**config.mk**
```make
export PLATFORM = sky130hd
export DESIGN_NAME = bmp_regs
export DESIGN_NICKNAME = d
export VERILOG_FILES = /design/src/rtl/block_mosaic_pixelate_macros.svh /design/src/rtl/bmp_pkg.sv /design/src/rtl/bmp_regs.sv
export SDC_FILE = /design/constraint.sdc
export NUM_CORES = 1
export LEC_CHECK = 0
export ABC_AREA = 1
export BUFFER_PORTS_ARGS = -buffer_cell sky130_fd_sc_hd__buf_2
export CAP_MARGIN = 5
export CORE_ASPECT_RATIO = 0.8
export CORE_MARGIN = 4
export CORE_UTILIZATION = 44
export CTS_BUF_LIST = sky130_fd_sc_hd__clkbuf_2
export DETAILED_ROUTE_END_ITERATION = 8
export HOLD_SLACK_MARGIN = 0.1
export PLACE_DENSITY = 0.91
export SLEW_MARGIN = 20
export SYNTH_ARGS = -nofsm -noshare
export SYNTH_HDL_FRONTEND = slang
export SYNTH_SLANG_ARGS = --single-unit
```
**constraint.sdc**
```tcl
create_clock -name clk_i -period 0.8 [get_ports clk_i]
set_clock_uncertainty 0.05 [all_clocks]
set_input_delay 0.04 -clock clk_i [delete_from_list [all_inputs] [get_ports clk_i]]
set_output_delay 0.04 -clock clk_i [all_outputs]
set_load 0.01 [all_outputs]
```
**src/rtl/block_mosaic_pixelate_macros.svh**
```systemverilog
// Assertion macros for the mosaic pixelate block.
// Used by the top level; expects clk_i and rst_ni in scope.
`ifndef BLOCK_MOSAIC_PIXELATE_MACROS_SVH
`define BLOCK_MOSAIC_PIXELATE_MACROS_SVH

// Same-cycle implication, checked outside reset.
`define BMP_ASSERT_NOW(lbl, ante, cons, msg) \
  lbl: assert property (@(posedge clk_i) disable iff (!rst_ni) (ante) |-> (cons)) \
    else $error(msg);

// Next-cycle implication, checked outside reset.
`define BMP_ASSERT_NEXT(lbl, ante, cons, msg) \
  lbl: assert property (@(posedge clk_i) disable iff (!rst_ni) (ante) |=> (cons)) \
    else $error(msg);

`endif

```
**src/rtl/bmp_pkg.sv**
```systemverilog
// Package for the mosaic pixelate block: sizes, register map, shared types.
// No dependencies.
`default_nettype none

package bmp_pkg;

  localparam int MAX_WIDTH  = 2048;
  localparam int MAX_HEIGHT = 2048;

  localparam int PIX_W = 32;
  localparam int BS_W  = 8;
  localparam int DIM_W = 12;
  localparam int COL_W = $clog2(MAX_WIDTH);
  localparam int ROW_W = $clog2(MAX_HEIGHT);
  // wide enough for any dimension value and for MAX_WIDTH / MAX_HEIGHT themselves
  localparam int CMP_W = ((DIM_W > COL_W) ? DIM_W : ((COL_W > ROW_W) ? COL_W : ROW_W)) + 1;

  localparam int PADDR_W = 4;
  localparam int PDATA_W = 32;

  localparam logic [BS_W-1:0]  BLOCK_SIZE_RST   = BS_W'(50);
  localparam logic [DIM_W-1:0] IMAGE_WIDTH_RST  = DIM_W'(640);
  localparam logic [DIM_W-1:0] IMAGE_HEIGHT_RST = DIM_W'(480);

  typedef enum logic [1:0] {
    REG_BLOCK_SIZE   = 2'd0,
    REG_IMAGE_WIDTH  = 2'd1,
    REG_IMAGE_HEIGHT = 2'd2
  } reg_idx_e;

  typedef struct packed {
    logic [BS_W-1:0]  block_size;
    logic [DIM_W-1:0] image_width;
    logic [DIM_W-1:0] image_height;
  } cfg_t;

  // where a word's output pixel comes from
  typedef enum logic [1:0] {
    SRC_HOLD,        // inside a block: repeat current block pixel
    SRC_TOP_NEW,     // top-left of a block on its first row: the input itself
    SRC_TOP_STORED   // top-left of a block on a later row: from the store
  } src_e;

  typedef struct packed {
    src_e src;
    logic row_end;
    logic frame_end;
  } scan_ctl_t;

endpackage

`default_nettype wire

```
**src/rtl/bmp_regs.sv**
```systemverilog
// APB register file: block size, image width, image height.
// Depends on bmp_pkg.
`default_nettype none

module bmp_regs
  import bmp_pkg::*;
(
  input  wire logic               clk_i,
  input  wire logic               rst_ni,
  input  wire logic               psel,
  input  wire logic               penable,
  input  wire logic               pwrite,
  input  wire logic [PADDR_W-1:0] paddr,
  input  wire logic [PDATA_W-1:0] pwdata,
  output logic      [PDATA_W-1:0] prdata,
  output logic                    pready,
  output cfg_t                    cfg_o
);

  cfg_t     cfg_q, cfg_d;
  reg_idx_e idx;
  logic     wr_en;

  assign pready = 1'b1;
  assign idx    = reg_idx_e'(paddr[PADDR_W-1:2]);
  assign wr_en  = psel && penable && pwrite && pready;

  always_comb begin
    cfg_d = cfg_q;
    if (wr_en) begin
      case (idx)
        REG_BLOCK_SIZE:   cfg_d.block_size   = pwdata[BS_W-1:0];
        REG_IMAGE_WIDTH:  cfg_d.image_width  = pwdata[DIM_W-1:0];
        REG_IMAGE_HEIGHT: cfg_d.image_height = pwdata[DIM_W-1:0];
        default: ;
      endcase
    end
  end

  always_comb begin
    case (idx)
      REG_BLOCK_SIZE:   prdata = PDATA_W'(cfg_q.block_size);
      REG_IMAGE_WIDTH:  prdata = PDATA_W'(cfg_q.image_width);
      REG_IMAGE_HEIGHT: prdata = PDATA_W'(cfg_q.image_height);
      default:          prdata = '0;
    endcase
  end

  always_ff @(posedge clk_i or negedge rst_ni) begin
    if (!rst_ni) begin
      cfg_q.block_size   <= BLOCK_SIZE_RST;
      cfg_q.image_width  <= IMAGE_WIDTH_RST;
      cfg_q.image_height <= IMAGE_HEIGHT_RST;
    end else begin
      cfg_q <= cfg_d;
    end
  end

  assign cfg_o = cfg_q;

endmodule

`default_nettype wire

```
==> results.py <==
metrics = {
    "floorplan": {
        "chipWidth_um": 76.8,
        "die-area_um2": 4840,
        "start_util_pct": 47.0,
        "die_y_um": 63.0,
        "rows": 19,
        "io_pins": 106,
        "core_area_um2": 3540,
    },
    "outcome": {
        "failed_checks": "negative setup slack",
        "run_status": "complete, but fails checks",
    },
    "clock_network": {
        "insertion_delay_ps": 380,
        "htreeDepth": 2,
        "cts-root-buf": "clkbuf_2",
        "clk_pin_slew_ps": 170,
        "numCtsBuffers": 5,
        "tritoncts": "done",
        "cts_sinks": 32,
        "holdBufCountCts": 13,
        "clockBufferDepth": 2,
    },
    "global_route": {
        "grt_antenna_before_repair": 0,
        "grt_usage_pct": 20.7,
        "overflow": 0,
        "grt_max_degree": 33,
        "grt_pass1_vias": 1659,
        "grt_pass1_wl_mm": 7.81,
    },
    "drt": {
        "drt-total-wl_mm": 5.34,
        "ant_nets": 0,
        "drt-initial-drc-count": 93,
        "wire_per_inst_um": 14.3,
        "viasPerCell": 4.75,
        "num_vias": 1778,
        "drt-pass1-iter-count": 4,
        "drc": 0,
    },
    "timing": {
        "fmax_mhz": 768,
        "worst_hold_slack_ps": 73.2,
        "worst_slack_ps": -503,
        "finalCriticalPeriod_ps": 1300,
        "final.setup.tns_ps": -16240,
        "rsz0062_at_grt": "yes",
        "drv_slew": 0,
        "min_period_over_period_pct": 163,
        "hold_viol_final": 0,
        "finalSetupViolations": 59,
    },
    "logic_synthesis": {
        "yosysSeqAreaShare_pct": 48.8,
        "synth_top_area_share_pct": 34.6,
        "synth_warnings": 0,
        "synthTopCellsByArea": "dfrtp_1 (35%), nand2_1 (31%), dfstp_2 (14%)",
        "synth_area_leader_cell": "dfrtp_1",
        "synth_area_um2": 1660,
        "syn_area_per_cell_um2": 7.60,
        "synthCells": 219,
        "ys_ff_latch": 32,
        "synth_cell_types": 13,
    },
    "worst_setup_path": {
        "r2r_start": "cfg_o[29]",
        "crit_required_ps": 710,
        "worstSetupPathType": "flop to output port",
        "worstSetupEndpointType": "output port",
        "worstPathArrival_ps": 1210,
        "crit_fanout": 3,
        "cp-start-kind": "flop",
        "critical_path.startpoint": "cfg_o[7]",
    },
    "job": {
        "maxCapViolations": 0,
    },
    "placement": {
        "place.gp.congestion": 0.804,
        "io_buffers": 62,
        "pre_cts_ws_ps": -192,
        "dpl.hpwl_mm": 3.42,
        "dp_cells": 331,
    },
    "finish": {
        "area_growth_pct": 58.9,
        "nNetsFinal": 372,
        "instances_no_fill": 374,
        "final_cell_mix": "nand2_1 (118), buf_2 (43), buf_6 (39), dfrtp_1 (23)",
        "final_common_cell": "nand2_1",
        "fill_cells": 268,
        "layout-drive-gt1-share_pct": 45.2,
        "largest_reg_flops": 32,
        "n_antenna_cell": 0,
    },
    "hold_path": {
        "hold_class": "input pin to asynchronous set/reset pin",
    },
    "power_and_ir_drop": {
        "ir_drop_mv": 1.80,
        "power.total_mw": 5.36,
        "power_density_nw_per_um2": 2030,
        "leakagePower_nw": 1.52,
    },
}
[synthesized netlist by cell type]
| cell | number |
|---|---|
| nand2_1 | 136 |
| buf_4 | 25 |
| dfrtp_1 | 23 |
| dfstp_2 | 9 |
| nand3_1 | 8 |
| nor2_2 | 4 |
| inv_1 | 3 |
| nand2_2 | 3 |
| buf_6 | 2 |
| conb_1 | 2 |
| inv_2 | 2 |
| nand3_2 | 1 |
| nor2_4 | 1 |
[metrics by stage]
| step | cell area [um^2] | util, % |
|---|---|---|
| 6_report | 2640 | 74.6 |
| 5_1_grt | 2640 | 74.6 |
| 4_1_cts | 2440 | 69.0 |
| 3_5_place_dp | 2070 | 58.3 |
| 3_3_place_gp | 2070 | 58.3 |
| 2_1_floorplan | 1760 | - |
[kinds of logic (layout without fill, tap and decap cells)]
family                 after synthesis  after routing  share of synthesized area [%]
buffers and inverters               32            126                           13.8
flip-flops                          32             32                           48.8
other                                2             21                          0.451
AND/OR/NAND/NOR                    153            153                           37.0
[metal layers]
layer / up-vias / global-route usage (%) / wire length (um)
met3: 15 / 4.61 / 416
met2: 80 / 34.8 / 2710
met4: 0 / 9.05 / 155
met1: 841 / 25.3 / 2050
li1: 842 / - / -
met5: - / 0 / 0
[worst max-delay path: stages, from the launching register on]
cell and delay, ps:
dfstp_2 590, nand2_1 70, nand3_2 80, buf_6 100
[repair_timing]
item | 4_1_cts | 5_1_grt
hold endpoints to repair | 64 | 24
resized for setup | 27 | 32
setup endpoints to repair | 48 | 61
pin swaps | 26 | 18
buffers inserted | 11 | 12
[final timing paths]
check	endpoint	slack (ps)	depth (start not counted)
setup / recovery	prdata[7]	-500	3
hold / removal	cfg_o[15]	70	3
setup reg to reg	cfg_o[29]	-180	4
hold reg to reg	cfg_o[6]	450	2
max in group asynchronous	cfg_o[28]	360	3
min in group clk_i	cfg_o[27]	90	5
[layout make-up]
class                   count  area, um^2  area share (%)
clock buffers               5        25.0           0.947
multi-input cells         174         764            28.9
inverters                   5        18.8           0.710
repair buffers            113         957            36.2
well taps                  42        52.6            1.99
flip-flops and latches     32         812            30.7
clock inverters             3        13.8           0.521
[where the power goes]
part	internal, mW	leakage [nW]	switching, mW
Combinational	1.26	1.10	1.01
Clock	0.195	0.0302	0.564
Sequential	2.02	0.386	0.308
Total	3.48	1.52	1.88
Power figures use the tool's default switching activity.
