==> config.mk <==
export PLATFORM = sky130hd
export DESIGN_NAME = bmp_out
export DESIGN_NICKNAME = d
export VERILOG_FILES = /design/src/rtl/block_mosaic_pixelate_macros.svh /design/src/rtl/bmp_pkg.sv /design/src/rtl/bmp_out.sv
export SDC_FILE = /design/constraint.sdc
export NUM_CORES = 1
export LEC_CHECK = 0
export ABC_AREA = 1
export BUFFER_PORTS_ARGS = -buffer_cell sky130_fd_sc_hd__buf_2
export CAP_MARGIN = 30
export CORE_UTILIZATION = 43
export CTS_BUF_LIST = sky130_fd_sc_hd__clkbuf_16
export DETAILED_ROUTE_END_ITERATION = 8
export PLACE_DENSITY = 0.78
export SYNTH_ARGS = -nofsm -noshare
export SYNTH_HDL_FRONTEND = slang
export SYNTH_SLANG_ARGS = --single-unit
==> constraint.sdc <==
create_clock -name clk_i -period 3.07 [get_ports clk_i]
set_input_delay 0.7675 -clock clk_i [delete_from_list [all_inputs] [get_ports clk_i]]
set_output_delay 0.7675 -clock clk_i [all_outputs]
set_load 0.01 [all_outputs]
==> src/rtl/block_mosaic_pixelate_macros.svh <==
// Assertion macros for the mosaic pixelate block.
// Used by the top level; expects clk_i and rst_ni in scope.
`ifndef BLOCK_MOSAIC_PIXELATE_MACROS_SVH
`define BLOCK_MOSAIC_PIXELATE_MACROS_SVH

// Same-cycle implication, checked outside reset.
`define BMP_ASSERT_NOW(lbl, ante, cons, msg) \
  lbl: assert property (@(posedge clk_i) disable iff (!rst_ni) (ante) |-> (cons)) \
    else $error(msg);

// Next-cycle implication, checked outside reset.
`define BMP_ASSERT_NEXT(lbl, ante, cons, msg) \
  lbl: assert property (@(posedge clk_i) disable iff (!rst_ni) (ante) |=> (cons)) \
    else $error(msg);

`endif

==> src/rtl/bmp_pkg.sv <==
// Package for the mosaic pixelate block: sizes, register map, shared types.
// No dependencies.
`default_nettype none

package bmp_pkg;

  localparam int MAX_WIDTH  = 2048;
  localparam int MAX_HEIGHT = 2048;

  localparam int PIX_W = 32;
  localparam int BS_W  = 8;
  localparam int DIM_W = 12;
  localparam int COL_W = $clog2(MAX_WIDTH);
  localparam int ROW_W = $clog2(MAX_HEIGHT);
  // wide enough for any dimension value and for MAX_WIDTH / MAX_HEIGHT themselves
  localparam int CMP_W = ((DIM_W > COL_W) ? DIM_W : ((COL_W > ROW_W) ? COL_W : ROW_W)) + 1;

  localparam int PADDR_W = 4;
  localparam int PDATA_W = 32;

  localparam logic [BS_W-1:0]  BLOCK_SIZE_RST   = BS_W'(50);
  localparam logic [DIM_W-1:0] IMAGE_WIDTH_RST  = DIM_W'(640);
  localparam logic [DIM_W-1:0] IMAGE_HEIGHT_RST = DIM_W'(480);

  typedef enum logic [1:0] {
    REG_BLOCK_SIZE   = 2'd0,
    REG_IMAGE_WIDTH  = 2'd1,
    REG_IMAGE_HEIGHT = 2'd2
  } reg_idx_e;

  typedef struct packed {
    logic [BS_W-1:0]  block_size;
    logic [DIM_W-1:0] image_width;
    logic [DIM_W-1:0] image_height;
  } cfg_t;

  // where a word's output pixel comes from
  typedef enum logic [1:0] {
    SRC_HOLD,        // inside a block: repeat current block pixel
    SRC_TOP_NEW,     // top-left of a block on its first row: the input itself
    SRC_TOP_STORED   // top-left of a block on a later row: from the store
  } src_e;

  typedef struct packed {
    src_e src;
    logic row_end;
    logic frame_end;
  } scan_ctl_t;

endpackage

`default_nettype wire

==> src/rtl/bmp_out.sv <==
// Second stage: picks the block pixel, keeps the current one, drives the output register.
// Depends on bmp_pkg.
`default_nettype none

module bmp_out
  import bmp_pkg::*;
(
  input  wire logic             clk_i,
  input  wire logic             rst_ni,
  input  wire logic             s1_valid_i,
  input  wire logic [PIX_W-1:0] s1_pixel_i,
  input  wire scan_ctl_t        s1_ctl_i,
  input  wire logic [PIX_W-1:0] ram_rdata_i,
  output logic                  advance_o,
  output logic                  out_valid_o,
  output logic      [PIX_W-1:0] out_pixel_o,
  output logic                  out_row_end_o,
  output logic                  out_frame_end_o,
  input  wire logic             out_ready_i
);

  logic [PIX_W-1:0] cur_q, cur_d;
  logic             out_valid_q;
  logic [PIX_W-1:0] out_pixel_q;
  logic             out_row_end_q, out_frame_end_q;

  assign advance_o = s1_valid_i && (!out_valid_q || out_ready_i);

  always_comb begin
    case (s1_ctl_i.src)
      SRC_TOP_NEW:    cur_d = s1_pixel_i;
      SRC_TOP_STORED: cur_d = ram_rdata_i;
      SRC_HOLD:       cur_d = cur_q;
      default:        cur_d = cur_q;
    endcase
  end

  always_ff @(posedge clk_i or negedge rst_ni) begin
    if (!rst_ni) begin
      cur_q           <= '0;
      out_valid_q     <= 1'b0;
      out_row_end_q   <= 1'b0;
      out_frame_end_q <= 1'b0;
    end else begin
      if (advance_o) begin
        cur_q           <= cur_d;
        out_valid_q     <= 1'b1;
        out_row_end_q   <= s1_ctl_i.row_end;
        out_frame_end_q <= s1_ctl_i.frame_end;
      end else if (out_ready_i) begin
        out_valid_q <= 1'b0;
      end
    end
  end

  always_ff @(posedge clk_i) begin
    if (advance_o) begin
      out_pixel_q <= cur_d;
    end
  end

  assign out_valid_o     = out_valid_q;
  assign out_pixel_o     = out_pixel_q;
  assign out_row_end_o   = out_row_end_q;
  assign out_frame_end_o = out_frame_end_q;

endmodule

`default_nettype wire

==> impl_results.md <==
- Status: completed
- Met1 usage: 21.0%
- Fmax: 0.423 GHz
- Commonest register cell after synthesis: dfrtp_1
- Clk_skew: 6.68 ps
- Synth Area in Adders: 0.750%
- TritonCTS clock tree: built
- Worst Hold Path Cells: 2
- Hold Path Sink: cur_q[18]
- Worst setup path category: primary input to output pin
- GRT Max-Usage Layer: met2
- Compound-Gate Fraction of Synth Area: 0%
- Initial core utilization: 45.3%
- GR Overflow Total: 0
- Setup ws final: 707 ps
- EDFF count, synth: 32
- RSZ-0062 raised after global routing: false
- Cell Rows: 31
- DRT antenna net count: 0
- Die Span Y: 90.1 um
- Clk sinks: 67
- Crit path arrival time: 1600 ps
- Unique cell type count in the Yosys netlist: 16
- I/O pins: 108
- Dpl hpwl: 4870 um
- Clock Latency Late Sink: 320 ps
- Final Max Slew Viols: 0
- Ratio of final minimum period to clock period: 77.0%
- WL final: 7250 um
- Initial DRC Count: 192
- Xor and xnor area share after synthesis: 0%
- Drt pass-1 iters: 4
- Gp weighted congestion: 0.757
- Tightest Hold Check Type: flip-flop to flip-flop
- Placed Area: 3940 um2
- IO Port Bufs: 107
- VDD IR-drop max: 0.363 mV
- Avg Inst Size Synth: 9.34 um2
- Hold_sp: cur_q[18]
- Post-CTS setup buffer count: 0
- Cells after synthesis: 357
- Yosys reg bits: 67
- Die Area: 8110 um2
- Number of buffers created by CTS: 9
- Via count: 2728
- Synthesized cell area: 3340 um2
- Yosys warns: 0
- # fillers: 666
- Syn Nets: 431
- Setup tns final: 0 ps
- Reg2Reg Depth: 4
- Final Hold Fails: 0
- Deepest clock path buffer count: 2
- Asr flop ratio synth: 52.2%
- Max-slew headroom: 44.9%
- Leakage: 2.01 nW
- Req. time, crit path: 2300 ps
- Critical-path maximum fanout: 36
- PostCTS Resize Cnt: 0
- DIE WIDTH: 90.1 um
- Met3 Resource Use GR: 3.30%
- Synth Area in Simple Gates: 39.6%
- R2r startpoint: out_valid_o
- WL/cell: 12.8 um
- NumNets Final: 535
- Vias in the first global route: 2762
- Largest family of logic cells by synthesized area: simple AND/OR/NAND/NOR gates
- Core area: 7370 um2
- First-pass GRT wire length: 12100 um
- Post-route design area: 4260 um2
- Residual DRC: 0
- Max-cap violations: 0
- Vias per cell: 4.83
- Mux contribution to synthesized area: 0%
- Met2 global-route usage: 33.6%
- Final min period: 2360 ps
- Clock transition at path regs: 50 ps
- Tightest Pin Transition: 827 ps
- H-tree levels: 3
- Critical Path Start Type: primary input
- Overall Power: 2.74 mW
- Final non-filler cell total: 565
- Antenna violations before repair: 0
- Crit end category: output pin
- R2r setup slk: 1160 ps
- Cts hold-fix bufs: 0
- Worst slack at placement: 659 ps
- Synthesis-to-layout area growth: 27.6%
- Seq/Total Area, Yosys: 55.1%
- N_diodes: 0
- Cell Pwr Density: 643 nW/um2
- Clk root buf: clkbuf_16
- Dpl cells: 549
- Final setup fails: 0
- Largest net degree at the start of global routing: 61
- Layout cells sized above 1: 34.5%
- Worst reg2reg endpoint: out_pixel_o[2]
- Tot GR Track Use: 18.5%
## worst max-delay path: stages
cell	delay (ps)
buf_2	100
inv_1	50
nand2_2	70
nand2_4	340
inv_4	100
buf_2	160
## cell usage after synthesis (2+ instances only)
library cell | number | area, um2
buf_2 | 10 | 50.1
nand3_1 | 64 | 320
and2_1 | 32 | 200
nand2_1 | 105 | 394
dfrtp_1 | 35 | 876
edfxtp_1 | 32 | 961
inv_1 | 3 | 11.3
or2_1 | 4 | 25.0
ha_1 | 2 | 25.0
buf_4 | 2 | 15.0
nand2_2 | 31 | 194
or2_0 | 28 | 175
buf_6 | 6 | 67.6
## registers in the layout, summed over array words and instances (netlist names)
signal / count
out_valid_o: 1
out_row_end_o: 1
out_frame_end_o: 1
out_pixel_o: 32
cur_q: 32
## cells by family after synthesis
family,count (synthesis)
and+or+nand+nor,265
DFF,67
buffers and inverters,23
adders and majority gates,2
## worst max path at each step
stage / depth (start not counted) / to / startpoint / slack [ps]
finish: 6 / advance_o / out_ready_i / 710
global route: 6 / advance_o / out_ready_i / 630
CTS: 6 / advance_o / out_ready_i / 680
detailed placement: 6 / out_pixel_o[9] / out_ready_i / 660
global placement: 6 / out_pixel_o[22] / s1_ctl_i[3] / 690
floorplan: 5 / advance_o / out_ready_i / 930
## placed cells by master (no fill, tap or decap)
master and instances:
or2_0 28, ha_2 1, inv_4 1, dfrtp_1 35, buf_16 1, buf_4 1, buf_2 107, nand2_1 105
inv_2 1, clkinvlp_4 2, inv_1 3, clkinv_4 1, buf_12 2, edfxtp_1 32, or2_1 4, nand3_1 64
ha_1 1, clkinv_2 1, nand2_2 31, clkbuf_16 9, and2_1 32, clkinv_1 1, bufinv_16 2, nand2_4 1
## metrics by stage
step	hold slack, ps	utilization, %
after floorplan	441	-
after global placement	453	53.1
after detailed placement	459	53.5
after CTS	474	57.8
after global routing	484	57.8
final	471	57.8
## where the power goes
part           leakage [nW]  total, mW  internal, mW  switching, mW
sequential            0.749       1.16          1.11         0.0552
clock                 0.149       1.08         0.707          0.369
combinational          1.11      0.497         0.217          0.279
## per-layer routing
| metal | routed length [um] | part of all wire [%] |
|---|---|---|
| met1 | 3020 | 42 |
| met2 | 3790 | 52 |
| met3 | 332 | 4.6 |
| met4 | 116 | 1.6 |
| met5 | 0 | 0 |
## cell type report
type / instances / area (um2) / area share [%]
sequential: 67 / 1840 / 43.1
clock inverter: 7 / 92.6 / 2.17
inverter: 5 / 21.3 / 0.500
tap: 99 / 124 / 2.91
clock buffer: 9 / 225 / 5.29
multi-input combinational: 267 / 1350 / 31.6
timing repair buffer: 111 / 611 / 14.3
Note: power is estimated with default switching activity, not from simulation.
