**config.mk**
```make
export PLATFORM = sky130hd
export DESIGN_NAME = bmp_scan
export DESIGN_NICKNAME = d
export VERILOG_FILES = /design/src/rtl/block_mosaic_pixelate_macros.svh /design/src/rtl/bmp_pkg.sv /design/src/rtl/bmp_scan.sv
export SDC_FILE = /design/constraint.sdc
export NUM_CORES = 1
export LEC_CHECK = 0
export ABC_AREA = 1
export BUFFER_PORTS_ARGS = -buffer_cell sky130_fd_sc_hd__buf_2
export CORE_ASPECT_RATIO = 1.1
export CORE_MARGIN = 3
export CORE_UTILIZATION = 50
export CTS_CLUSTER_SIZE = 30
export DETAILED_ROUTE_END_ITERATION = 16
export PLACE_DENSITY = 0.84
export SYNTH_ARGS = -nofsm -noshare
export SYNTH_HDL_FRONTEND = slang
export SYNTH_SLANG_ARGS = --single-unit
```
**constraint.sdc**
```tcl
create_clock -name clk_i -period 2.6 [get_ports clk_i]
set_input_delay 0.65 -clock clk_i [delete_from_list [all_inputs] [get_ports clk_i]]
set_output_delay 0.65 -clock clk_i [all_outputs]
set_load 0.05 [all_outputs]
```
**src/rtl/block_mosaic_pixelate_macros.svh**
```systemverilog
// Assertion macros for the mosaic pixelate block.
// Used by the top level; expects clk_i and rst_ni in scope.
`ifndef BLOCK_MOSAIC_PIXELATE_MACROS_SVH
`define BLOCK_MOSAIC_PIXELATE_MACROS_SVH

// Same-cycle implication, checked outside reset.
`define BMP_ASSERT_NOW(lbl, ante, cons, msg) \
  lbl: assert property (@(posedge clk_i) disable iff (!rst_ni) (ante) |-> (cons)) \
    else $error(msg);

// Next-cycle implication, checked outside reset.
`define BMP_ASSERT_NEXT(lbl, ante, cons, msg) \
  lbl: assert property (@(posedge clk_i) disable iff (!rst_ni) (ante) |=> (cons)) \
    else $error(msg);

`endif

```
**src/rtl/bmp_pkg.sv**
```systemverilog
// Package for the mosaic pixelate block: sizes, register map, shared types.
// No dependencies.
`default_nettype none

package bmp_pkg;

  localparam int MAX_WIDTH  = 2048;
  localparam int MAX_HEIGHT = 2048;

  localparam int PIX_W = 32;
  localparam int BS_W  = 8;
  localparam int DIM_W = 12;
  localparam int COL_W = $clog2(MAX_WIDTH);
  localparam int ROW_W = $clog2(MAX_HEIGHT);
  // wide enough for any dimension value and for MAX_WIDTH / MAX_HEIGHT themselves
  localparam int CMP_W = ((DIM_W > COL_W) ? DIM_W : ((COL_W > ROW_W) ? COL_W : ROW_W)) + 1;

  localparam int PADDR_W = 4;
  localparam int PDATA_W = 32;

  localparam logic [BS_W-1:0]  BLOCK_SIZE_RST   = BS_W'(50);
  localparam logic [DIM_W-1:0] IMAGE_WIDTH_RST  = DIM_W'(640);
  localparam logic [DIM_W-1:0] IMAGE_HEIGHT_RST = DIM_W'(480);

  typedef enum logic [1:0] {
    REG_BLOCK_SIZE   = 2'd0,
    REG_IMAGE_WIDTH  = 2'd1,
    REG_IMAGE_HEIGHT = 2'd2
  } reg_idx_e;

  typedef struct packed {
    logic [BS_W-1:0]  block_size;
    logic [DIM_W-1:0] image_width;
    logic [DIM_W-1:0] image_height;
  } cfg_t;

  // where a word's output pixel comes from
  typedef enum logic [1:0] {
    SRC_HOLD,        // inside a block: repeat current block pixel
    SRC_TOP_NEW,     // top-left of a block on its first row: the input itself
    SRC_TOP_STORED   // top-left of a block on a later row: from the store
  } src_e;

  typedef struct packed {
    src_e src;
    logic row_end;
    logic frame_end;
  } scan_ctl_t;

endpackage

`default_nettype wire

```
**src/rtl/bmp_scan.sv**
```systemverilog
// Raster position counters, store write/read issue, and the first pipeline stage.
// Depends on bmp_pkg.
`default_nettype none

module bmp_scan
  import bmp_pkg::*;
(
  input  wire logic             clk_i,
  input  wire logic             rst_ni,
  input  wire cfg_t             cfg_i,
  input  wire logic             accept_i,
  input  wire logic             advance_i,
  input  wire logic [PIX_W-1:0] pixel_i,
  input  wire logic             frame_start_i,
  output logic                  ram_we_o,
  output logic                  ram_re_o,
  output logic      [COL_W-1:0] ram_addr_o,
  output logic                  s1_valid_o,
  output logic      [PIX_W-1:0] s1_pixel_o,
  output scan_ctl_t             s1_ctl_o
);

  logic [COL_W-1:0] col_q, col_d, col_e;
  logic [ROW_W-1:0] row_q, row_d, row_e;
  logic [BS_W-1:0]  cib_q, cib_d, cib_e;
  logic [BS_W-1:0]  rib_q, rib_d, rib_e;
  logic [COL_W-1:0] bci_q, bci_d, bci_e;

  logic [BS_W-1:0]  bs_eff;
  logic [CMP_W-1:0] w_ext, h_ext, last_col, last_row;
  scan_ctl_t        ctl;

  logic             s1_valid_q;
  logic [PIX_W-1:0] s1_pixel_q;
  scan_ctl_t        s1_ctl_q;

  assign bs_eff = (cfg_i.block_size == '0) ? BS_W'(1) : cfg_i.block_size;
  assign w_ext  = CMP_W'(cfg_i.image_width);
  assign h_ext  = CMP_W'(cfg_i.image_height);

  always_comb begin
    if (w_ext == '0)                    last_col = '0;
    else if (w_ext > CMP_W'(MAX_WIDTH)) last_col = CMP_W'(MAX_WIDTH - 1);
    else                                last_col = w_ext - CMP_W'(1);
    if (h_ext == '0)                     last_row = '0;
    else if (h_ext > CMP_W'(MAX_HEIGHT)) last_row = CMP_W'(MAX_HEIGHT - 1);
    else                                 last_row = h_ext - CMP_W'(1);
  end

  // frame start clears the counters before this word is placed
  assign col_e = frame_start_i ? '0 : col_q;
  assign row_e = frame_start_i ? '0 : row_q;
  assign cib_e = frame_start_i ? '0 : cib_q;
  assign rib_e = frame_start_i ? '0 : rib_q;
  assign bci_e = frame_start_i ? '0 : bci_q;

  always_comb begin
    if (cib_e != '0)      ctl.src = SRC_HOLD;
    else if (rib_e == '0) ctl.src = SRC_TOP_NEW;
    else                  ctl.src = SRC_TOP_STORED;
    ctl.row_end   = CMP_W'(col_e) >= last_col;
    ctl.frame_end = ctl.row_end && (CMP_W'(row_e) >= last_row);
  end

  always_comb begin
    col_d = col_e;
    row_d = row_e;
    cib_d = cib_e;
    rib_d = rib_e;
    bci_d = bci_e;
    if (ctl.row_end) begin
      col_d = '0;
      cib_d = '0;
      bci_d = '0;
      if (ctl.frame_end) begin
        row_d = '0;
        rib_d = '0;
      end else begin
        row_d = row_e + ROW_W'(1);
        rib_d = (({1'b0, rib_e} + (BS_W+1)'(1)) >= {1'b0, bs_eff}) ? '0 : rib_e + BS_W'(1);
      end
    end else begin
      col_d = col_e + COL_W'(1);
      if (({1'b0, cib_e} + (BS_W+1)'(1)) >= {1'b0, bs_eff}) begin
        cib_d = '0;
        bci_d = bci_e + COL_W'(1);
      end else begin
        cib_d = cib_e + BS_W'(1);
      end
    end
  end

  // Writes land on a block's first row, reads on its later rows, so a read
  // always follows the write of its entry by at least one accepted word.
  assign ram_we_o   = accept_i && (ctl.src == SRC_TOP_NEW);
  assign ram_re_o   = accept_i && (ctl.src == SRC_TOP_STORED);
  assign ram_addr_o = bci_e;

  always_ff @(posedge clk_i or negedge rst_ni) begin
    if (!rst_ni) begin
      col_q      <= '0;
      row_q      <= '0;
      cib_q      <= '0;
      rib_q      <= '0;
      bci_q      <= '0;
      s1_valid_q <= 1'b0;
      s1_ctl_q   <= '0;
    end else begin
      if (accept_i) begin
        col_q    <= col_d;
        row_q    <= row_d;
        cib_q    <= cib_d;
        rib_q    <= rib_d;
        bci_q    <= bci_d;
        s1_ctl_q <= ctl;
      end
      if (accept_i)       s1_valid_q <= 1'b1;
      else if (advance_i) s1_valid_q <= 1'b0;
    end
  end

  always_ff @(posedge clk_i) begin
    if (accept_i) begin
      s1_pixel_q <= pixel_i;
    end
  end

  assign s1_valid_o = s1_valid_q;
  assign s1_pixel_o = s1_pixel_q;
  assign s1_ctl_o   = s1_ctl_q;

endmodule

`default_nettype wire

```
==> results of run 1 <==
## area by class of cell
| class | count | area [um2] | share of cell area [%] |
|---|---|---|---|
| clock buffer | 10 | 239 | 2.61 |
| clock inverter | 6 | 61.3 | 0.671 |
| inverter | 125 | 513 | 5.61 |
| multi-input combinational | 607 | 3810 | 41.7 |
| sequential | 86 | 2310 | 25.3 |
| tap | 154 | 193 | 2.11 |
| timing repair buffer | 271 | 2000 | 21.9 |
| timing repair inverter | 1 | 16.3 | 0.178 |
## registers in the layout (all words and copies together), names as in the netlist
register	flops
cib_q	8
row_q	11
bci_q	11
s1_valid_o	1
rib_q	8
s1_pixel_o	32
s1_ctl_o	4
col_q	11
## per-stage QoR
stage / hold slack, ns / setup slack (ns) / power, mW / utilization, %
floorplan: 0.354 / -0.291 / 1.92 / -
global placement: 0.462 / -0.621 / 2.18 / 66.6
detailed placement: 0.464 / -0.674 / 2.20 / 66.6
CTS: 0.473 / -0.239 / 3.52 / 71.6
global route: 0.481 / -0.586 / 3.70 / 75.0
finish: 0.430 / -0.329 / 3.56 / 75.0
## cells by family (layout without fill, tap and decap cells)
kind of cell	Yosys count	in the layout
adder cells (fa/ha/maj)	49	49
buffers and inverters	148	413
AO/OA/AOI/OAI	79	79
XOR/XNOR	31	31
flip-flops	86	86
AND/OR/NAND/NOR	448	448
## cell usage in the layout (no fill, tap or decap), types with 3 or more instances in the layout
master	n
nor2_4	14
ha_2	3
buf_6	15
xnor2_1	11
inv_1	110
nand2_4	12
nor3_2	5
nor2_2	17
buf_4	130
nand4_1	22
ha_4	3
o21ai_1	19
nor2_1	63
nor3_1	10
nand2_2	25
o21ai_2	4
xor2_1	19
nand2_1	217
nand3_1	29
a21oi_1	13
dfrtp_1	54
buf_2	110
inv_2	7
clkinv_1	3
o21ai_0	20
o22ai_1	8
a21oi_2	5
nand3b_1	4
buf_8	5
edfxtp_1	32
nand3_2	19
ha_1	43
buf_12	10
clkbuf_16	9
## layer usage
layer	vias up	routed length, um	GRT usage [%]
li1	3223	-	-
met1	3104	7350	29.2
met2	263	9380	43.6
met3	55	1050	2.58
met4	0	552	7.36
met5	-	0	0
## repair_timing
| action | CTS | global route |
|---|---|---|
| gates cloned | 2 | 0 |
| buffers inserted | 11 | 14 |
| setup endpoints to repair | 53 | 56 |
| pin swaps | 21 | 68 |
| gates resized for setup | 54 | 88 |
## power by group
group	internal, mW	switching [mW]	total [mW]
Combinational	0.288	0.491	0.779
Clock	0.767	0.517	1.28
Sequential	1.47	0.0221	1.50
Total	2.53	1.03	3.56
## worst paths after layout
check                                from  cells past startpoint  slack, ns  endpoint
worst max-delay path            cfg_i[13]                     19      -0.33  cib_q[0]
worst min-delay path               rst_ni                      2       0.43  col_q[0]
worst max register to register   cib_q[0]                     18      -0.12  cib_q[0]
worst min register to register   row_q[9]                      2       0.47  row_q[9]
max in group asynchronous          rst_ni                      2       1.68  rib_q[7]
min in group clk_i               row_q[9]                      2       0.47  row_q[9]
==> impl_metrics.json, run 1 <==
{
  "vias": 6645,
  "grt_pass1_vias": 6142,
  "clkSinkCount": 86,
  "cp_data_arrival_time_ns": 3.19,
  "drtIter0Drc": 385,
  "die_h_um": 124,
  "synth_top_family_by_area": "simple AND/OR/NAND/NOR gates",
  "h-tree-depth": 3,
  "routed_wl_mm": 18.3,
  "clock.fmax_mhz": 341,
  "cpMaxStageDelayCell": "or2_4",
  "required_ns": 2.86,
  "drv_cap": 0,
  "viasPerCell": 5.27,
  "cts_buffers": 9,
  "antenna_found_initial": 0,
  "drv_slew": 0,
  "die-area_um2": 14000,
  "ys_seq_area_share_pct": 36.6,
  "synth_seq_cells": 86,
  "path_clk_slew_ns": 0.07,
  "synth_area_leaders": "dfrtp_1 21%, edfxtp_1 15%, nand2_1 15%",
  "dpl_cell_area_um2": 8120,
  "start_util_pct": 51.9,
  "cts_root_buffer": "clkbuf_16",
  "clkLatencyLatePin_ns": 0.34,
  "max_stage_delay_ns": 0.27,
  "status": "finished with violations",
  "syn_to_final_growth_pct": 44.5,
  "synth_common_cells": "250 x nand2_1, 118 x inv_1, 79 x nor2_1, 54 x dfrtp_1, 49 x ha_1",
  "rsz0062_at_grt": "true",
  "min_period_ns": 2.93,
  "hold_viol": 0,
  "ant_nets": 0,
  "synth-simple-area-share_pct": 32.1,
  "place_congestion": 0.868,
  "io_pins": 119,
  "diodes": 0,
  "synthAdderAreaFrac_pct": 9.70,
  "synth_top_area_share_pct": 21.4,
  "async_flop_share_pct": 62.8,
  "drt_first_pass_iters": 5,
  "cpMostUsedCell": "nand2_1",
  "worstSetupEndpointType": "register",
  "fin_area_um2": 9140,
  "row_count": 42,
  "cp_cell_sequence": "buf_8 > or2_4 > nor2_4 > nand2_1 > nor2_2 > nand2_2 > o21ai_0 > nand2_1 > o21ai_1 > ha_1 > nand2_1 > inv_1 > nand2_2 > nand2_2 > nand2_4 > nand2_8 > nor2_8 > nand2_1 > o21ai_1",
  "layout_setup_ws_ns": -0.329,
  "path_delay_family": "simple AND/OR/NAND/NOR gates",
  "p_per_area_nw_per_um2": 389,
  "grt_use_total_pct": 23.7,
  "synth_cell_types": 44,
  "path_class": "in -> reg",
  "timing.final.crit_share_pct": 113,
  "die_x_um": 113,
  "violations": "setup timing",
  "synth-edff-count": 32,
  "nets": 1219,
  "wire_per_inst_um": 14.5,
  "start_kind": "primary input",
  "ys.flop_type": "dfrtp_1",
  "cts_tree": "built",
  "syn_inst": 841,
  "yosysTopAreaCell": "dfrtp_1",
  "synth_most_common_cell": "nand2_1",
  "core_area_um2": 12200,
  "grt_pass1_wl_mm": 27.3,
  "clock_skew_ns": 0.00987,
  "numPortBuffers": 118,
  "cts_buffer_depth": 2,
  "nFillCells": 793,
  "synthesis.nets": 959,
  "dpl.cell_count": 1219,
  "dp_hpwl_mm": 12.1,
  "synth.area.mux_share_pct": 0,
  "synth_xor_area_share_pct": 4.29,
  "final_cells": 1260,
  "grt_start_max_net_pins": 74,
  "cp_num_buf_inv": 2,
  "drive_gt1_share_pct": 38.2,
  "drc": 0,
  "worst_pin_slew_ns": 0.868,
  "peakVddDrop_mv": 0.432,
  "avgSynthCellArea_um2": 7.52,
  "leakage_nw": 4.83,
  "netlist_area_um2": 6320,
  "setup_violations": 51,
  "hold_class": "in -> async",
  "yosysWarningCount": 0,
  "synth_compound_area_share_pct": 7.14,
  "grt_remaining_overflow": 0,
  "path_max_fanout": 8,
  "tns_ns": -13.03,
  "max-slew-margin-rel_pct": 42.1,
  "hold_buffers": 0
}
(Power assumes the default switching activity.)
==> run 2: changes to the inputs <==
--- a/config.mk
+++ b/config.mk
@@ -13,6 +13,7 @@
 export CTS_CLUSTER_SIZE = 30
 export DETAILED_ROUTE_END_ITERATION = 16
 export PLACE_DENSITY = 0.84
+export SETUP_SLACK_MARGIN = 0.05
 export SYNTH_ARGS = -nofsm -noshare
 export SYNTH_HDL_FRONTEND = slang
 export SYNTH_SLANG_ARGS = --single-unit
==> run 2 against run 1 <==
  * Critical endpoint is now row_q[6]
  * Utilization increased by 0.53 points
  * Global-route usage increased by 2.3 points
  * Die area did not move
  * The flow still finishes with violations (setup timing)
  * Hold slack better by 0.0016 ns
  * Final cell count up 1.3%
  * Clock skew rose by 0.0011 ns
  * First-iteration DRC count increased by 25%
  * Clock power down 6%
  * Total power is 2.7% lower
  * Critical path depth up 5
  * Highest routed layer unchanged
==> impl_metrics.json, run 2 (synthesized netlist as in run 1, its figures left out) <==
{
  "clkPwrFrac_pct": 34.8,
  "rr_worst_depth": 16,
  "clkLatencyLatePin_ns": 0.34,
  "antenna_found_initial": 0,
  "viasPerCell": 5.30,
  "syn_to_final_growth_pct": 45.6,
  "final_cells": 1277,
  "cts_root_buffer": "clkbuf_16",
  "p_comb_share_pct": 22.0,
  "grt_remaining_overflow": 0,
  "dpl.cell_count": 1232,
  "hold_class": "in -> async",
  "die-area_um2": 14000,
  "grt_pass1_vias": 6562,
  "drc": 0,
  "clock.fmax_mhz": 336,
  "wire_per_inst_um": 14.9,
  "path_max_fanout": 7,
  "peakVddDrop_mv": 0.413,
  "drtIter0Drc": 480,
  "cts_tree": "built",
  "start_util_pct": 51.9,
  "violations": "setup timing",
  "layout_commonest_cell": "nand2_1",
  "ant_nets": 0,
  "numPortBuffers": 118,
  "finalPower_mw": 3.46,
  "h-tree-depth": 3,
  "status": "finished with violations",
  "max-slew-margin-rel_pct": 42.3,
  "min_period_ns": 2.98,
  "core_area_um2": 12200,
  "setup_violations": 51,
  "timing.final.crit_share_pct": 114,
  "vias": 6763,
  "seqPwrFrac_pct": 43.2,
  "cts_buffers": 9,
  "grt_start_max_net_pins": 74,
  "grt_pass1_wl_mm": 29.6,
  "hold_buffers": 0,
  "worstReg2RegEnd": "cib_q[4]",
  "r2r-start": "cib_q[0]",
  "tns_ns": -13.94,
  "drv_slew": 0,
  "worst_pin_slew_ns": 0.866,
  "drt_first_pass_iters": 7,
  "required_ns": 2.87,
  "p_switching_mw": 1.05,
  "routed_wl_mm": 19.1,
  "diodes": 0,
  "swShare_pct": 30.4,
  "path_clk_slew_ns": 0.06,
  "drv_cap": 0,
  "start_kind": "primary input",
  "io_pins": 119,
  "cp_data_arrival_time_ns": 3.25,
  "p_per_area_nw_per_um2": 376,
  "row_count": 42,
  "pre_cts_slack_ns": -0.644,
  "rsz0062_at_grt": "true",
  "hold_viol": 0,
  "layout_setup_ws_ns": -0.376,
  "cts_buffer_depth": 2,
  "path_class": "in -> reg",
  "grt_use_total_pct": 26.0,
  "nets": 1236,
  "worstSetupEndpointType": "register",
  "clock_skew_ns": 0.0109,
  "leakage_nw": 4.88,
  "clkSinkCount": 86,
  "p_int_mw": 2.41,
  "utilization_pct": 75.5,
  "die_h_um": 124,
  "largest_register_ffs": 32,
  "drive_gt1_share_pct": 39.7,
  "place_congestion": 0.873,
  "r2r_slack_ns": -0.12,
  "die_x_um": 113,
  "dp_hpwl_mm": 12.4,
  "mostFrequentLayoutCells": "217 x nand2_1, 155 x buf_4, 111 x inv_1, 111 x buf_2, 62 x nor2_1"
}
[run 2: cell type report]
cell class	instances	area [um2]
clock inverters	7	57.6
fillers	813	2990
well taps	154	193
repair inverters	1	16.3
multi-input cells	607	3850
inverters	125	515
repair buffers	288	2030
flip-flops and latches	86	2310
clock buffers	9	225
[run 2: power by group through the flow]
stage / clock (mW) / combinational [mW] / sequential [mW]
floorplan: 0 / 0.237 / 1.68
global placement: 0 / 0.653 / 1.52
detailed placement: 0 / 0.669 / 1.52
CTS: 1.22 / 0.717 / 1.50
global route: 1.29 / 0.818 / 1.50
finish: 1.20 / 0.761 / 1.50
[run 2: repair_timing]
item,CTS,global route
setup endpoints to repair,55,54
pin swaps,17,54
gates resized for setup,72,73
buffers inserted,17,8
cloned,4,0
[run 2: layer usage]
metal / vias up / GRT usage [%] / part of all wire, %
met5: - / 0 / 0
met4: 0 / 10.6 / 3.8
met3: 72 / 4.86 / 7.1
met2: 311 / 47.4 / 51
met1: 3123 / 30.0 / 38
li1: 3257 / - / -
[run 2: critical path, cell delays in order]
cell     delay [ns]
buf_6          0.09
or2_1          0.25
inv_1          0.08
nand2_2        0.07
nor2_4         0.15
nand3_2        0.11
nand2_4        0.11
inv_4          0.05
o31ai_2        0.18
ha_1           0.28
nand2_1        0.08
inv_1          0.05
a21oi_2        0.13
nand2_1        0.06
nor2_1         0.11
nand2_1        0.09
nand2_1        0.09
nand2_2        0.07
nand2_4        0.12
buf_12         0.13
nand3_1        0.08
nand2_1        0.06
nand2_1        0.04
nand2_1        0.08
[run 2: how the worst max path moves through the flow]
| stage | start | slack [ns] | end | cells after the start |
|---|---|---|---|---|
| 4_1_cts | cfg_i[6] | -0.17 | row_q[6] | 24 |
| 3_3_place_gp | frame_start_i | -0.53 | rib_q[1] | 21 |
| 3_5_place_dp | cfg_i[12] | -0.64 | col_q[6] | 23 |
| 6_report | cfg_i[6] | -0.38 | row_q[6] | 24 |
| 2_1_floorplan | frame_start_i | -0.29 | rib_q[0] | 22 |
| 5_1_grt | cfg_i[6] | -0.52 | row_q[7] | 24 |
[run 2: through the flow]
step / cell area, um2 / hold slack, ns
after floorplan: 6530 / 0.354
after global placement: 8170 / 0.462
after detailed placement: 8170 / 0.468
after CTS: 8880 / 0.463
after global routing: 9210 / 0.465
final: 9210 / 0.431
